<file path="src/hdl/pcv_pkg.sv">
// ----------------------------------------------------------------------------
// pcv_pkg: shared types and constants of the point cloud voxelizer.
// Holds the opcode codes, the request record, the back part states and defaults.
// ----------------------------------------------------------------------------
package pcv_pkg;

	localparam int VOXEL_COUNT_DEF = 1048576;
	localparam int COORD_FRAC_BITS_DEF = 16;
	localparam int IDX_W = 20;
	localparam int COORD_W = 32;
	localparam int SIZE_W = 16;
	localparam int VPU_W = 16;
	localparam int MARGIN_W = 8;
	localparam int CFG_DATA_W = 16;

	typedef enum logic [1:0] {
		OP_WIDEN = 2'd0,
		OP_VOXEL = 2'd1,
		OP_READ  = 2'd2,
		OP_NONE  = 2'd3
	} opcode_t;

	typedef enum logic {
		CFG_VPU    = 1'b0,
		CFG_MARGIN = 1'b1
	} cfg_index_t;

	// One request as it travels from the front to the back.
	typedef struct packed {
		opcode_t            op;
		logic signed [31:0] px;
		logic signed [31:0] py;
		logic signed [31:0] pz;
		logic [IDX_W-1:0]   ridx;
	} req_t;

	// Back part state machine.
	typedef enum logic [3:0] {
		ST_IDLE,
		ST_BOX,
		ST_SIZE,
		ST_SIZE2,
		ST_COORD,
		ST_COORD2,
		ST_LIN1,
		ST_LIN2,
		ST_LIN3,
		ST_MEM,
		ST_OUT
	} bst_t;

endpackage

</file>
<file path="src/hdl/pcv_front.sv">
// ----------------------------------------------------------------------------
// pcv_front: input stage and request queue.
// Accepts requests, holds them in a short queue for the back part.
// ----------------------------------------------------------------------------
module pcv_front (
	input  logic                      clk,
	input  logic                      arst_n,
	input  logic                      in_valid,
	output logic                      in_ready,
	input  pcv_pkg::req_t             in_req,
	output logic                      q_valid,
	input  logic                      q_ready,
	output pcv_pkg::req_t             q_req
);

	pcv_pkg::req_t ent_q [2];
	logic          wp_q, rp_q;
	logic [1:0]    cnt_q;

	assign in_ready = (cnt_q != 2'd2);
	assign q_valid  = (cnt_q != 2'd0);
	assign q_req    = ent_q[rp_q];

	// Queue payload.
	always_ff @(posedge clk) begin
		if (in_valid && in_ready) begin
			ent_q[wp_q] <= in_req;
		end
	end

	// Queue pointers and fill count.
	always_ff @(posedge clk or negedge arst_n) begin
		if (!arst_n) begin
			wp_q  <= 1'b0;
			rp_q  <= 1'b0;
			cnt_q <= 2'd0;
		end else begin
			if (in_valid && in_ready) wp_q <= ~wp_q;
			if (q_valid && q_ready) rp_q <= ~rp_q;
			cnt_q <= cnt_q + 2'(in_valid && in_ready) - 2'(q_valid && q_ready);
		end
	end

endmodule

</file>
<file path="config.mk">
export PLATFORM = sky130hd
export DESIGN_NAME = pcv_front
export DESIGN_NICKNAME = d
export VERILOG_FILES = /design/src/hdl/pcv_pkg.sv /design/src/hdl/pcv_front.sv
export SDC_FILE = /design/constraint.sdc
export NUM_CORES = 1
export LEC_CHECK = 0
export BUFFER_PORTS_ARGS = -buffer_cell sky130_fd_sc_hd__clkbuf_2
export CAP_MARGIN = 10
export CORE_UTILIZATION = 50
export CTS_CLUSTER_DIAMETER = 150
export DETAILED_ROUTE_END_ITERATION = 8
export GPL_TIMING_DRIVEN = 0
export PLACE_DENSITY = 0.81
export REMOVE_ABC_BUFFERS = 1
export SETUP_SLACK_MARGIN = 0.15
export SLEW_MARGIN = 10
export SYNTH_ARGS = -nofsm -noshare
export SYNTH_HDL_FRONTEND = slang
export SYNTH_SLANG_ARGS = --single-unit
</file>
<file path="constraint.sdc">
create_clock -name clk -period 15.83 [get_ports clk]
set_clock_uncertainty 0.1 [all_clocks]
set_input_delay 2.3745 -clock clk [delete_from_list [all_inputs] [get_ports clk]]
set_output_delay 2.3745 -clock clk [all_outputs]
set_load 0.1 [all_outputs]
</file>
## Yosys cells after proc, flatten, opt, wreduce, memory -nomap -nowiden

Memory sizes are Yosys's and may differ from the RTL's.
Cells that the tools add are included.

| cells by class | value |
|---|---|
| equal/unequal tests | 1 |
| multiplexer cells | 2 |
| add/sub/neg operators | 2 |
| reductions and logical operators | 3 |
| bitwise operators | 2 |

Operator list:

| operator | count |
|---|---|
| 2-bit by 1-bit adder with 2-bit output | 1 |
| 1-bit logical AND | 2 |
| 1-bit two-way mux | 2 |
| 2-bit inequality test (second input constant) | 1 |
| 1-bit inverter | 2 |
| 2-bit nonzero test | 1 |
| 2-bit by 1-bit subtractor with 2-bit output | 1 |

| word-level totals | value |
|---|---|
| output and inout port bits | 120 |
| word-level logic and storage cells | 14 |
| RAM bits | 236 |
| memories kept | 1 |
| register bits after elaboration | 4 |
| input port bits | 122 |

Memories:

| name | depth | width | rd ports | clocked after Yosys merged registers in | wr ports | RTL line | source |
|---|---|---|---|---|---|---|---|
| ent_q | 2 | 118 | 1 | 0 | 1 | pcv_front.sv:16 | `pcv_pkg::req_t ent_q [2];` |

## Logic depth before layout (Yosys ltp)

| depth | value |
|---|---|
| word-level depth | 4 |
| mapped depth | 7 |
| depth with buffers taken out | 7 |

## Least setup slack after synthesis

OpenSTA, ideal clock, no wires.

| path | value |
|---|---|
| path type | input -> register |
| start point | input in_valid |
| end point | memory ent_q[0][0] (netlist name) (enable) |
| data required time | 15.133 ns |
| cell stages on the path | 2 |
| arrival | 7.430 ns |
| setup slack | 7.703 ns |
| setup time | 0.597 ns |
| buffers on the path | 0 |
| cells stage by stage | nand2_1 nor2_1 |

| between the ends | value |
|---|---|
| word-level cells in the longest chain between the ends | 3 |

Ends and longest elaborated chain:

| item | RTL line | source |
|---|---|---|
| start: declaration | pcv_front.sv:8 | `input logic in_valid,` |
| 1-bit logical AND | pcv_front.sv:26 | `if (in_valid && in_ready) begin` |
| 1-bit two-way mux | pcv_front.sv:26 |  |
| 1-bit two-way mux (not written as such) | pcv_front.sv:27 | `ent_q[wp_q] <= in_req;` |
| end: declaration | pcv_front.sv:16 |  |

Every way passes these cells.

==> flow_summary_export.csv <==
group,metric,value,unit
global_routing,first_global_vias,4723,
worst_setup_path,path_cells,"buf_16, mux2_2, clkbuf_2",
global_routing,antenna_found_initial,0,
route,vias_per_cell,5.00,
route,vias,4431,
worst_setup_path,cp.required,13.36,ns
status,outcome,"completed",
timing,rsz0062_at_grt,"false",
worst_setup_path,worst_setup_path_end_kind,"output pin",
route,ant_nets,0,
timing,period_needed,5.09,ns
global_routing,overflow,0,
timing,setup_viol,0,
timing,max_freq,0.196,GHz
logic_synthesis,synth_top_area_share,0.809,
route,wl_per_cell,17.3,um
clock_network,root_buffer,"clkbuf_16",
logic_synthesis,post_synth.cell_area_avg,22.8,um2
timing,tightest_slew,0.851,ns
clock_network,clockBufferDepth,3,
finish,n_antenna_cell,0,
floorplan,die-area,18000,um2
route,dr.pass1.iters,4,
global_routing,grt_max_degree,62,
floorplan,core,17200,um2
worst_setup_path,slowest_stage,"dfrtp_4",
timing,slew_headroom,0.433,
floorplan,start_util,0.510,
finish,layout.nets,768,
floorplan,core.rowCount,48,
global_routing,grt_pass1_wl,23200,um
placement,place_congestion,0.724,
finish,drive_gt1_frac,0.605,
route,totalWireLength,15300,um
timing,tns,0,ns
timing,maxSlewViolCount,0,
logic_synthesis,yosysWarnings,0,
clock_network,cts_htree_levels,1,
clock_network,cts_tree,"done",
worst_setup_path,crit_type,"reg -> out",
worst_setup_path,startpoint_type,"flop",
logic_synthesis,ys_types,15,
logic_synthesis,netlist_area,8750,um2
floorplan,die_x,134,um
global_routing,grt_usage,0.165,
clock_network,clock_latency,0.50,ns
timing,hold_viol_final,0,
timing,finalCritPeriodShare,0.322,
clock_network,cts_setup_buffers,0,
logic_synthesis,ys_seq_elements,240,
route,drcViolationCount,0,
placement,port_buffers,241,
worst_setup_path,cp_top_family,"flip-flops",
worst_setup_path,crit_fanout,61,
logic_synthesis,ys_top_cells_by_area,"edfxtp_1 (81%), mux2_2 (15%), buf_6 (1.5%)",
worst_setup_path,crit_arrival,2.62,ns
floorplan,die_h,134,um
clock_network,path_clk_slew,0.06,ns
worst_hold_path,hold_path_class,"reg -> reg",
clock_network,clock_sinks,240,
logic_synthesis,syn_inst,384,
route,drt_iter0_drc,209,
clock_network,hold_buffers,0,
logic_synthesis,synth_seq_area_share,0.821,
logic_synthesis,synth.largest_area_cell,"edfxtp_1",
floorplan,ios,242,
clock_network,numCtsBuffers,24,
placement,dp_hpwl,10500,um
worst_setup_path,cp.buffers_inverters,2,
worst_setup_path,critical_path.max_stage_delay,0.94,ns
finish,syn_to_final_growth,26.0,%
clock_network,ctsResizeCount,0,
flow_run,maxCapViolCount,0,
cells in the final DEF (no fill, tap or decap):
cell type  Yosys  routed
clkinv_2       0       3
inv_6          0       1
clkbuf_2       0     241
dfrtp_1        4       3
clkbuf_16      0      25
nand2_1        1       1
and2_1         1       1
edfxtp_1     236     236
buf_12         0       4
xnor2_1        3       3
nand2b_1       1       1
bufinv_16      0       3
clkbuf_1       0       7
ha_1           2       2
buf_16         0       2
inv_1          1       1
mux2_2       118     118
xor2_1         1       1
clkinv_1       0       4
and3_4         0       1
dfrtp_4        0       1
or2_1          1       1
nor2_4         0       1
metal layers:
layer,wire length (um),track usage
met5,0,0
met4,245,0.0512
met3,1160,0.0457
met2,8050,0.294
met1,5840,0.194
worst register-to-register path, delay by kind of cell (launching register included):
family | cells | cell delay [ns]
DFF | 1 | 0.37
buffers and inverters | 1 | 0.36
and+or+nand+nor | 2 | 0.90
flip-flops by register name (all words and copies together), names as in the netlist:
register	count
cnt_q	2
ent_q	236
wp_q	1
rp_q	1
kinds of logic (layout without fill, tap and decap cells):
family                     count (synthesis)  after routing  share of synthesized area
adders and majority gates                  2              2                    0.00286
buffers and inverters                     14            291                     0.0167
muxes                                    118            118                      0.152
xor gates and xnor gates                   4              4                    0.00400
and+or+nand+nor                            6              6                    0.00372
DFF                                      240            240                      0.821
layout make-up:
cell class	instances	area, um2
clock inverter	11	129
timing repair buffer	247	1340
sequential	240	7190
fill	1218	6140
inverter	1	3.75
multi-input combinational	130	1430
tap	225	282
clock buffer	32	652
path summary, 6_finish.rpt:
path / start / end / slack (ns) / depth (start not counted)
min reg2reg: cnt_q[0] / cnt_q[0] / 0.44 / 1
min in group asynchronous: arst_n / cnt_q[0] / 1.57 / 1
max: rp_q / q_req[49] / 10.74 / 3
min: cnt_q[0] / cnt_q[0] / 0.44 / 1
max reg2reg: cnt_q[0] / ent_q[1][93] / 13.69 / 3
max in group asynchronous: arst_n / rp_q / 13.91 / 1
metrics by stage:
step,worst slack [ns],cell area (um2),std cells,hold WS [ns],util
3_5_place_dp,11.21,10300,843,0.414,0.597
6_report,10.74,11000,886,0.439,0.642
2_1_floorplan,7.70,8610,371,0.361,-
3_3_place_gp,5.58,10100,837,0.378,0.588
5_1_grt,10.59,11000,886,0.473,0.642
4_1_cts,10.66,11000,886,0.442,0.642
Yosys cell counts:
cell type and n:
edfxtp_1 236, mux2_2 118, buf_6 12, dfrtp_1 4
xnor2_1 3, ha_1 2, and2_1 1, and3_1 1
buf_4 1, inv_1 1, nand2_1 1, nand2b_1 1
nor2_1 1, or2_1 1, xor2_1 1
Power is left out: the tool's default activity adds up to more than one toggle a clock period on the data nets, which glitch-free logic cannot reach.
